`config.mk`:
```
export PLATFORM = sky130hd
export DESIGN_NAME = cigar_region_extract
export DESIGN_NICKNAME = d
export VERILOG_FILES = /design/src/rtl/cre_pkg.sv /design/src/rtl/cigar_region_extract.sv /design/src/rtl/cre_front.sv /design/src/rtl/cre_queue.sv /design/src/rtl/cre_back.sv
export VERILOG_INCLUDE_DIRS = /design/src /design/src/rtl
export SDC_FILE = /design/constraint.sdc
export NUM_CORES = 1
export LEC_CHECK = 0
export BUFFER_PORTS_ARGS = -buffer_cell sky130_fd_sc_hd__clkbuf_2
export CAP_MARGIN = 40
export CORE_ASPECT_RATIO = 0.75
export CORE_MARGIN = 10
export CORE_UTILIZATION = 55
export CTS_BUF_LIST = sky130_fd_sc_hd__clkbuf_8 sky130_fd_sc_hd__clkbuf_16
export CTS_CLUSTER_DIAMETER = 100
export DETAILED_ROUTE_END_ITERATION = 6
export GPL_ROUTABILITY_DRIVEN = 0
export PLACE_DENSITY_LB_ADDON = 0.15
export REMOVE_ABC_BUFFERS = 1
export SLEW_MARGIN = 20
export SYNTH_ARGS = -nofsm -noshare
export SYNTH_HDL_FRONTEND = slang
export SYNTH_SLANG_ARGS = --single-unit
```
`constraint.sdc`:
```
create_clock -name clock -period 5.76 [get_ports clock]
set_clock_uncertainty 0.2 [all_clocks]
set_input_delay 0 -clock clock [delete_from_list [all_inputs] [get_ports clock]]
set_output_delay 0 -clock clock [all_outputs]
set_load 0.005 [all_outputs]
```
`src/rtl/cigar_region_extract_defines.svh`:
```
// assertion macros for the cigar region extractor
// no dependencies; included by the top level only
`ifndef CIGAR_REGION_EXTRACT_DEFINES_SVH
`define CIGAR_REGION_EXTRACT_DEFINES_SVH

// same-cycle implication, masked while reset is high
`define CRE_ASSERT_IMPLY(label, clk, rst, ante, cons) \
   label: assert property (@(posedge clk) disable iff (rst) (ante) |-> (cons)) \
      else $error("cre: implication failed");

// next-cycle implication with an explicit disable term
`define CRE_ASSERT_NEXT(label, clk, dis, ante, cons) \
   label: assert property (@(posedge clk) disable iff (dis) (ante) |=> (cons)) \
      else $error("cre: next-cycle check failed");

`endif

```
`src/rtl/cre_pkg.sv`:
```
// shared types, codes and helpers for the cigar region extractor
// no dependencies
`default_nettype none
package cre_pkg;

   localparam int unsigned POS_W = 31;
   localparam int unsigned QUEUE_DEPTH_DEFAULT = 4;

   localparam logic [2:0] OP_MATCH    = 3'd0;
   localparam logic [2:0] OP_MISMATCH = 3'd1;
   localparam logic [2:0] OP_INSERT   = 3'd2;
   localparam logic [2:0] OP_DELETE   = 3'd3;

   localparam logic [1:0] ST_EXTRACTED   = 2'd0;
   localparam logic [1:0] ST_NOT_SPANNING = 2'd1;
   localparam logic [1:0] ST_INVALID_OP  = 2'd2;
   localparam logic [1:0] ST_RAN_OUT     = 2'd3;

   localparam logic KIND_BASE = 1'b0;
   localparam logic KIND_END  = 1'b1;

   localparam logic REG_REGION_BEGIN  = 1'b0;
   localparam logic REG_REGION_FINISH = 1'b1;

   typedef enum logic [1:0] {
      PHASE_IDLE   = 2'd0,
      PHASE_ACTIVE = 2'd1,
      PHASE_DONE   = 2'd2
   } phase_type;

   typedef struct packed {
      logic [POS_W-1:0] read_begin;
      logic [POS_W-1:0] read_finish;
      logic             first_column;
      logic             final_column;
      logic [2:0]       op_code;
      logic [7:0]       aligned_char;
   } req_word_type;

   typedef struct packed {
      logic       result_kind;
      logic [7:0] out_base;
      logic [1:0] status_code;
      logic       last_of_run;
   } rsp_word_type;

   typedef struct packed {
      logic         has_word1;
      rsp_word_type word0;
      rsp_word_type word1;
   } rsp_pair_type;

   typedef struct packed {
      logic full;
      logic empty;
   } queue_status_type;

   function automatic logic [7:0] to_upper(input logic [7:0] c);
      logic [7:0] r;
      r = c;
      if (c >= 8'h61 && c <= 8'h7a) begin
         r = c - 8'h20;
      end
      return r;
   endfunction

   function automatic rsp_word_type make_base(input logic [7:0] c);
      rsp_word_type w;
      w.result_kind = KIND_BASE;
      w.out_base    = to_upper(c);
      w.status_code = ST_EXTRACTED;
      w.last_of_run = 1'b0;
      return w;
   endfunction

   function automatic rsp_word_type make_end(input logic [1:0] st);
      rsp_word_type w;
      w.result_kind = KIND_END;
      w.out_base    = 8'd0;
      w.status_code = st;
      w.last_of_run = 1'b0;
      return w;
   endfunction

endpackage
`default_nettype wire

```
`src/rtl/cigar_region_extract.sv`:
```
// top level of the cigar region extractor: front, queue and back parts
// depends on cre_pkg, cre_front, cre_queue, cre_back and the defines header
`default_nettype none
`include "cigar_region_extract_defines.svh"
// One alignment column is taken per cycle while req_full is low; the front
// part tracks the reference position and classifies the column in that
// cycle, so columns stream back to back. A column yields zero, one or two
// result words, queued as one entry in a QUEUE_DEPTH-entry queue; the back
// part hands out one word per cycle while rsp_pop is high, so a column with
// two words takes two pops on the result side. A result word is written
// into the queue at the accepting edge and then loaded into the back part's
// output register, after which it shows on rsp_word with rsp_empty low.
module cigar_region_extract import cre_pkg::*; #(
   parameter int unsigned QUEUE_DEPTH = QUEUE_DEPTH_DEFAULT
) (
   input  wire logic             clock,
   input  wire logic             reset,
   input  wire logic             csr_wr_en,
   input  wire logic             csr_addr,
   input  wire logic [POS_W-1:0] csr_wdata,
   input  wire logic             req_push,
   input  wire req_word_type     req_word,
   output logic                  req_full,
   output logic                  rsp_empty,
   input  wire logic             rsp_pop,
   output rsp_word_type          rsp_word
);

   queue_status_type q_stat;
   logic             q_push, q_pop;
   rsp_pair_type     q_pair, q_head;

   cre_front u_front (
      .clock     (clock),
      .reset     (reset),
      .csr_wr_en (csr_wr_en),
      .csr_addr  (csr_addr),
      .csr_wdata (csr_wdata),
      .req_push  (req_push),
      .req_word  (req_word),
      .req_full  (req_full),
      .q_stat    (q_stat),
      .q_push    (q_push),
      .q_pair    (q_pair)
   );

   cre_queue #(
      .DEPTH (QUEUE_DEPTH)
   ) u_queue (
      .clock     (clock),
      .reset     (reset),
      .push      (q_push),
      .push_pair (q_pair),
      .pop       (q_pop),
      .head_pair (q_head),
      .stat      (q_stat)
   );

   cre_back u_back (
      .clock     (clock),
      .reset     (reset),
      .q_stat    (q_stat),
      .q_head    (q_head),
      .q_pop     (q_pop),
      .rsp_empty (rsp_empty),
      .rsp_pop   (rsp_pop),
      .rsp_word  (rsp_word)
   );

   `CRE_ASSERT_IMPLY(a_no_overflow, clock, reset, q_push, !q_stat.full)
   `CRE_ASSERT_IMPLY(a_no_underflow, clock, reset, q_pop, !q_stat.empty)
   `CRE_ASSERT_NEXT(a_reset_clears_output, clock, 1'b0, reset, rsp_empty && q_stat.empty)

endmodule
`default_nettype wire

```
`src/rtl/cre_front.sv`:
```
// front part: region registers, position tracking and column classification
// depends on cre_pkg; pushes result pairs into cre_queue
`default_nettype none
module cre_front import cre_pkg::*; (
   input  wire logic             clock,
   input  wire logic             reset,
   input  wire logic             csr_wr_en,
   input  wire logic             csr_addr,
   input  wire logic [POS_W-1:0] csr_wdata,
   input  wire logic             req_push,
   input  wire req_word_type     req_word,
   output logic                  req_full,
   input  wire queue_status_type q_stat,
   output logic                  q_push,
   output rsp_pair_type          q_pair
);

   logic [POS_W-1:0] region_begin_ff;
   logic [POS_W-1:0] region_finish_ff;
   logic [POS_W:0]   pos_ff, pos_in;
   phase_type        phase_ff, phase_in;

   logic           accept;
   logic           spans, reject, active;
   logic [POS_W:0] pos_eff, pos_inc;
   logic           at_end, in_region, past_end;
   logic           is_ins, is_mm, is_del;

   // classification of the current column
   logic           main_valid, main_is_end, ended, advance, ran_out;
   logic [1:0]     main_status;

   assign req_full = q_stat.full;
   assign accept   = req_push && !q_stat.full;

   always_ff @(posedge clock) begin
      if (reset) begin
         region_begin_ff  <= '0;
         region_finish_ff <= '0;
      end else if (csr_wr_en) begin
         case (csr_addr)
            REG_REGION_BEGIN:  region_begin_ff  <= csr_wdata;
            REG_REGION_FINISH: region_finish_ff <= csr_wdata;
            default: ;
         endcase
      end
   end

   assign spans  = (req_word.read_begin < region_begin_ff) &&
                   (req_word.read_finish > region_finish_ff);
   assign reject = req_word.first_column && !spans;
   assign active = req_word.first_column ? spans : (phase_ff == PHASE_ACTIVE);

   assign pos_eff   = req_word.first_column ? {1'b0, req_word.read_begin} : pos_ff;
   assign pos_inc   = pos_eff + 1'b1;
   assign at_end    = pos_eff == {1'b0, region_finish_ff};
   assign in_region = pos_eff >= {1'b0, region_begin_ff};
   assign past_end  = pos_eff > {1'b0, region_finish_ff};

   assign is_ins = req_word.op_code == OP_INSERT;
   assign is_mm  = (req_word.op_code == OP_MATCH) || (req_word.op_code == OP_MISMATCH);
   assign is_del = req_word.op_code == OP_DELETE;

   always_comb begin
      main_valid  = 1'b0;
      main_is_end = 1'b0;
      main_status = ST_EXTRACTED;
      ended       = 1'b0;
      advance     = 1'b0;
      if (at_end) begin
         main_valid = 1'b1;
         if (!is_ins) begin
            main_is_end = 1'b1;
            ended       = 1'b1;
         end
      end else if (in_region) begin
         if (is_mm) begin
            main_valid = 1'b1;
            advance    = 1'b1;
         end else if (is_ins) begin
            main_valid = 1'b1;
         end else if (is_del) begin
            advance = 1'b1;
         end else begin
            main_valid  = 1'b1;
            main_is_end = 1'b1;
            main_status = ST_INVALID_OP;
            ended       = 1'b1;
         end
      end else if (past_end) begin
         main_valid  = 1'b1;
         main_is_end = 1'b1;
         main_status = ST_INVALID_OP;
         ended       = 1'b1;
      end else begin
         advance = !is_ins;
      end
   end

   assign ran_out = req_word.final_column && !ended;

   // next state
   always_comb begin
      pos_in   = pos_ff;
      phase_in = phase_ff;
      if (accept) begin
         if (reject) begin
            pos_in   = pos_eff;
            phase_in = PHASE_DONE;
         end else if (active) begin
            pos_in   = advance ? pos_inc : pos_eff;
            phase_in = (ended || ran_out) ? PHASE_DONE : PHASE_ACTIVE;
         end
      end
   end

   // outputs
   always_comb begin
      q_push         = 1'b0;
      q_pair.has_word1 = 1'b0;
      q_pair.word0   = make_base(req_word.aligned_char);
      q_pair.word1   = make_end(ST_RAN_OUT);
      if (accept) begin
         if (reject) begin
            q_push       = 1'b1;
            q_pair.word0 = make_end(ST_NOT_SPANNING);
         end else if (active) begin
            if (main_valid) begin
               q_push = 1'b1;
               if (main_is_end) begin
                  q_pair.word0 = make_end(main_status);
               end
               q_pair.has_word1 = ran_out;
            end else if (ran_out) begin
               q_push       = 1'b1;
               q_pair.word0 = make_end(ST_RAN_OUT);
            end
         end
      end
      q_pair.word0.last_of_run = !q_pair.has_word1;
      q_pair.word1.last_of_run = 1'b1;
   end

   always_ff @(posedge clock) begin
      if (reset) begin
         pos_ff   <= '0;
         phase_ff <= PHASE_IDLE;
      end else begin
         pos_ff   <= pos_in;
         phase_ff <= phase_in;
      end
   end

endmodule
`default_nettype wire

```
`src/rtl/cre_queue.sv`:
```
// short queue of result pairs between the front and back parts
// depends on cre_pkg
`default_nettype none
module cre_queue import cre_pkg::*; #(
   parameter int unsigned DEPTH = QUEUE_DEPTH_DEFAULT
) (
   input  wire logic             clock,
   input  wire logic             reset,
   input  wire logic             push,
   input  wire rsp_pair_type     push_pair,
   input  wire logic             pop,
   output rsp_pair_type          head_pair,
   output queue_status_type      stat
);

   localparam int unsigned AW = (DEPTH > 1) ? $clog2(DEPTH) : 1;
   localparam int unsigned CW = $clog2(DEPTH + 1);
   localparam logic [AW-1:0] LAST = AW'(DEPTH - 1);

   rsp_pair_type  slot_ff [DEPTH];
   logic [AW-1:0] wr_ff, wr_in, rd_ff, rd_in;
   logic [CW-1:0] count_ff, count_in;
   logic          do_push, do_pop;

   assign stat.full  = count_ff == CW'(DEPTH);
   assign stat.empty = count_ff == '0;
   assign do_push    = push && !stat.full;
   assign do_pop     = pop && !stat.empty;
   assign head_pair  = slot_ff[rd_ff];

   always_comb begin
      wr_in    = wr_ff;
      rd_in    = rd_ff;
      count_in = count_ff;
      if (do_push) begin
         wr_in = (wr_ff == LAST) ? '0 : wr_ff + 1'b1;
      end
      if (do_pop) begin
         rd_in = (rd_ff == LAST) ? '0 : rd_ff + 1'b1;
      end
      if (do_push && !do_pop) begin
         count_in = count_ff + 1'b1;
      end else if (do_pop && !do_push) begin
         count_in = count_ff - 1'b1;
      end
   end

   always_ff @(posedge clock) begin
      if (do_push) begin
         slot_ff[wr_ff] <= push_pair;
      end
   end

   always_ff @(posedge clock) begin
      if (reset) begin
         wr_ff    <= '0;
         rd_ff    <= '0;
         count_ff <= '0;
      end else begin
         wr_ff    <= wr_in;
         rd_ff    <= rd_in;
         count_ff <= count_in;
      end
   end

endmodule
`default_nettype wire

```
`src/rtl/cre_back.sv`:
```
// back part: output register that hands out one result word per pop
// depends on cre_pkg; drains cre_queue
`default_nettype none
module cre_back import cre_pkg::*; (
   input  wire logic             clock,
   input  wire logic             reset,
   input  wire queue_status_type q_stat,
   input  wire rsp_pair_type     q_head,
   output logic                  q_pop,
   output logic                  rsp_empty,
   input  wire logic             rsp_pop,
   output rsp_word_type          rsp_word
);

   logic         valid_ff, valid_in;
   logic         sel_ff, sel_in;
   rsp_pair_type pair_ff, pair_in;
   logic         take_next;

   assign rsp_empty = !valid_ff;
   assign rsp_word  = sel_ff ? pair_ff.word1 : pair_ff.word0;

   assign take_next = !valid_ff || (rsp_pop && (sel_ff || !pair_ff.has_word1));
   assign q_pop     = take_next && !q_stat.empty;

   always_comb begin
      valid_in = valid_ff;
      sel_in   = sel_ff;
      pair_in  = pair_ff;
      if (take_next) begin
         valid_in = !q_stat.empty;
         sel_in   = 1'b0;
         if (!q_stat.empty) begin
            pair_in = q_head;
         end
      end else if (rsp_pop) begin
         sel_in = 1'b1;
      end
   end

   always_ff @(posedge clock) begin
      pair_ff <= pair_in;
   end

   always_ff @(posedge clock) begin
      if (reset) begin
         valid_ff <= 1'b0;
         sel_ff   <= 1'b0;
      end else begin
         valid_ff <= valid_in;
         sel_ff   <= sel_in;
      end
   end

endmodule
`default_nettype wire
```
==> summary.txt <==
Run status
  • Status: complete, but fails checks
  • Failing checks: negative hold slack

CTS
  • Clock transition at path regs: 0.08 ns
  • Setup bufs post-CTS: 0
  • H-tree levels: 4
  • Clk sinks: 170
  • Deepest clock path buffer count: 2
  • Skew-Pair Late Insertion Delay: 0.45 ns
  • Total CTS buffers: 17
  • CTS tree: built
  • Clock Root Buffer: clkbuf_16

Synthesis
  • Number of synthesized flops with an enable pin: 65
  • Mapped cell area: 0.0108 sq mm
  • Ys async rst share: 0%
  • Netlist cell types: 82
  • Yosys warning count: 0
  • Synth area leader: dfxtp_1
  • Top cells by area, synth: dfxtp_1 (19%), edfxtp_1 (18%), ha_1 (15%)
  • Syn Area/Cell: 9.02 sq um
  • Post-synthesis instance total: 1,197
  • Ys flop type: dfxtp_1
  • Register bit total from synthesis: 170
  • Seq/Total Area, Yosys: 37.5%
  • Top cell type's share of synthesized area: 19.5%

Critical path
  • Buffers and inverters on the worst path: 4
  • CP max stage delay: 0.58 ns
  • Kind of critical path: reg -> reg
  • Slowest-stage cell, CP: dlygate4sd3_1
  • CP delay by family, top: buffers and inverters
  • Max FO, Critical Path: 13
  • Worst path cell trace: mux2i_1 -> inv_1 -> ha_1 -> a21oi_1 -> o21ai_0 -> a2111oi_0 -> a21oi_1 -> nor4_2 -> o211ai_4 -> nor3b_1 -> buf_4 -> and3_1 -> dlygate4sd3_1 -> o31ai_1 -> dlygate4sd3_1
  • Arr. time, crit path: 5.25 ns
  • Worst setup EP type: register
  • R2R depth: 15
  • Startpoint Class: register
  • Critical path depth in cells: 15
  • CP Data Required Time: 5.89 ns

Floorplan
  • Core area: 0.0193 sq mm
  • Row Count: 44
  • Die area: 0.0257 sq mm
  • Number of I/O pins: 126
  • Initial core utilization: 55.9%
  • Die height: 141 um
  • Die span in x: 182 um

GRT
  • Initial antenna violation count: 1
  • First-pass GRT wire length: 48,400 um
  • Met2 usage: 36.9%
  • Grt met1 use: 31.4%
  • Met3 usage in global routing: 5.16%
  • Layer with the highest usage: met2
  • GR Overflow Total: 0
  • GRT Overall Usage: 23.3%
  • Largest net degree at the start of global routing: 59
  • Vias in the first global route: 9,337

Timing
  • Max-slew headroom: 48.0%
  • Least-Margin Pin Slew: 0.760 ns
  • RSZ-0062 raised after global routing: false
  • Max Fclk: 195 MHz
  • Final setup violation count: 0
  • Hold slack: -0.00837 ns
  • Hold Fails Final Rpt: 1
  • TNS Setup: 0 ns
  • Time the worst path needs with I/O delays and setup: 5.12 ns
  • Fin crit share: 88.8%
  • Slew Limit Fails: 0

Route
  • Iter 0 DRT Violations: 736
  • Wire per inst: 18.3 um
  • DR vias: 9,638
  • Final wirelength: 30,400 um
  • DRT Pass-1 Iters: 5
  • ANT nets after route: 0
  • Via/cell ratio: 5.79
  • DRC Markers: 0

Power
  • Pwr Density: 281 mW/mm^2
  • Leak: 5.38 nW
  • Sequential power share: 40.1%
  • Combinational power share: 27.5%
  • Clock network fraction of total power: 32.4%
  • Post-layout power: 3.71 mW
  • Switching power: 1.25 mW
  • VDD IR-drop max: 0.268 mV
  • Sw Share: 33.6%
  • Internal power: 2.46 mW

Placement
  • I/O Buffers: 125
  • Placed wire-length estimate: 22,000 um
  • Placement-stage cell area: 0.0117 sq mm

Layout
  • Area growth syn-to-layout: 22.2%
  • Final core utilization: 68.3%
  • Share of layout cells above drive strength 1: 16.4%
  • Filler cells: 1,563
  • Post-layout instance area: 0.0132 sq mm
  • Final net count: 1,642

Flow run
  • Max-cap violations: 0

Worst hold path
  • Worst Hold Class: in -> reg
  • Hold Path Stages: 4
flip-flops by register name, indices dropped and copies added, names as in the netlist:
| signal | count |
|---|---|
| u_back.pair_ff | 13 |
| u_back.sel_ff | 1 |
| u_front.pos_ff | 32 |
| u_front.region_begin_ff | 31 |
| u_queue.slot_ff | 52 |
| u_front.phase_ff | 2 |
| u_queue.rd_ff | 2 |
| u_back.valid_ff | 1 |
| u_queue.count_ff | 3 |
| u_front.region_finish_ff | 31 |
| u_queue.wr_ff | 2 |
cell usage in the layout (no fill, tap or decap), types with 8 or more instances in the layout:
cell,instances
buf_4,16
mux4_2,13
and3_1,8
clkbuf_2,126
a21oi_1,130
nand3_1,39
nor4_1,28
nor3_1,30
dlygate4sd3_1,86
clkbuf_16,17
inv_1,92
nor2_1,33
nand2_1,208
o21ai_0,32
edfxtp_1,65
dfxtp_1,105
nand2b_1,9
mux2_2,13
nor2b_1,17
ha_1,131
or4_1,8
nand4_1,25
mux2i_1,26
power groups by stage:
stage / Sequential, mW / Clock [mW] / Combinational, mW
floorplan: 1.50 / 0 / 0.615
global placement: 1.53 / 0 / 0.910
detailed placement: 1.52 / 0 / 0.952
CTS: 1.49 / 1.22 / 1.01
global route: 1.51 / 1.27 / 1.13
finish: 1.49 / 1.20 / 1.02
logic make-up after synthesis:
| group | synth area share, % |
|---|---|
| AO/OA/AOI/OAI | 14.0 |
| XOR/XNOR | 0.811 |
| adder cells (fa/ha/maj) | 15.4 |
| buffers and inverters | 5.48 |
| flip-flops | 37.5 |
| multiplexers | 6.73 |
| AND/OR/NAND/NOR | 20.1 |
layer usage:
layer	up-vias	wire, um
met4	0	510
met2	345	13800
met3	31	2240
met5	-	0
li1	4742	-
met1	4520	13900
synth_stat cells, types with 8 or more instances:
cell,instances
a21oi_1,130
and3_1,8
clkbuf_1,35
dfxtp_1,105
edfxtp_1,65
ha_1,131
inv_1,92
mux2_2,13
mux2i_1,26
mux4_2,13
nand2_1,208
nand2b_1,9
nand3_1,39
nand4_1,25
nor2_1,33
nor2b_1,18
nor3_1,30
nor4_1,28
o21ai_0,32
or4_1,8
metrics by stage:
stage	setup WS, ns	std cells
floorplan	1.69	1146
detailed placement	0.578	1543
CTS	0.664	1661
global route	0.227	1664
global placement	0.765	1540
finish	0.643	1665
path summary, 6_finish.rpt:
path | start | to | slack [ns]
setup / recovery | u_front.pos_ff[27]$_SDFFE_PP0P_ | u_front.pos_ff[14]$_SDFFE_PP0P_ | 0.64
hold / removal | req_word[12] | u_front.pos_ff[21]$_SDFFE_PP0P_ | -0.008
hold reg to reg | u_front.pos_ff[25]$_SDFFE_PP0P_ | u_front.pos_ff[25]$_SDFFE_PP0P_ | 0.25
setup reg to reg | u_front.pos_ff[27]$_SDFFE_PP0P_ | u_front.pos_ff[14]$_SDFFE_PP0P_ | 0.64
cell type report:
type	count	area, sq um	area share, %
Timing Repair Buffer	233	1690	12.8
Multi-Input combinational cell	882	6150	46.7
Tap cell	253	317	2.40
Sequential cell	170	4050	30.7
Clock inverter	15	199	1.51
Antenna cell	1	2.50	0.0190
Inverter	94	353	2.68
Clock buffer	17	425	3.23
repair_timing:
action / 4_1_cts / 5_1_grt
gates resized for setup: 0 / 0
hold endpoints to repair: 153 / 0
hold buffers: 86 / 0
setup endpoints to repair: 0 / 0
worst min-delay path: cells and delay by family:
family,cells,cell delay [ns]
buffers and inverters,1,0.12
multiplexers,1,0.24
AND/OR/NAND/NOR,2,0.22
(Power assumes the default switching activity.)
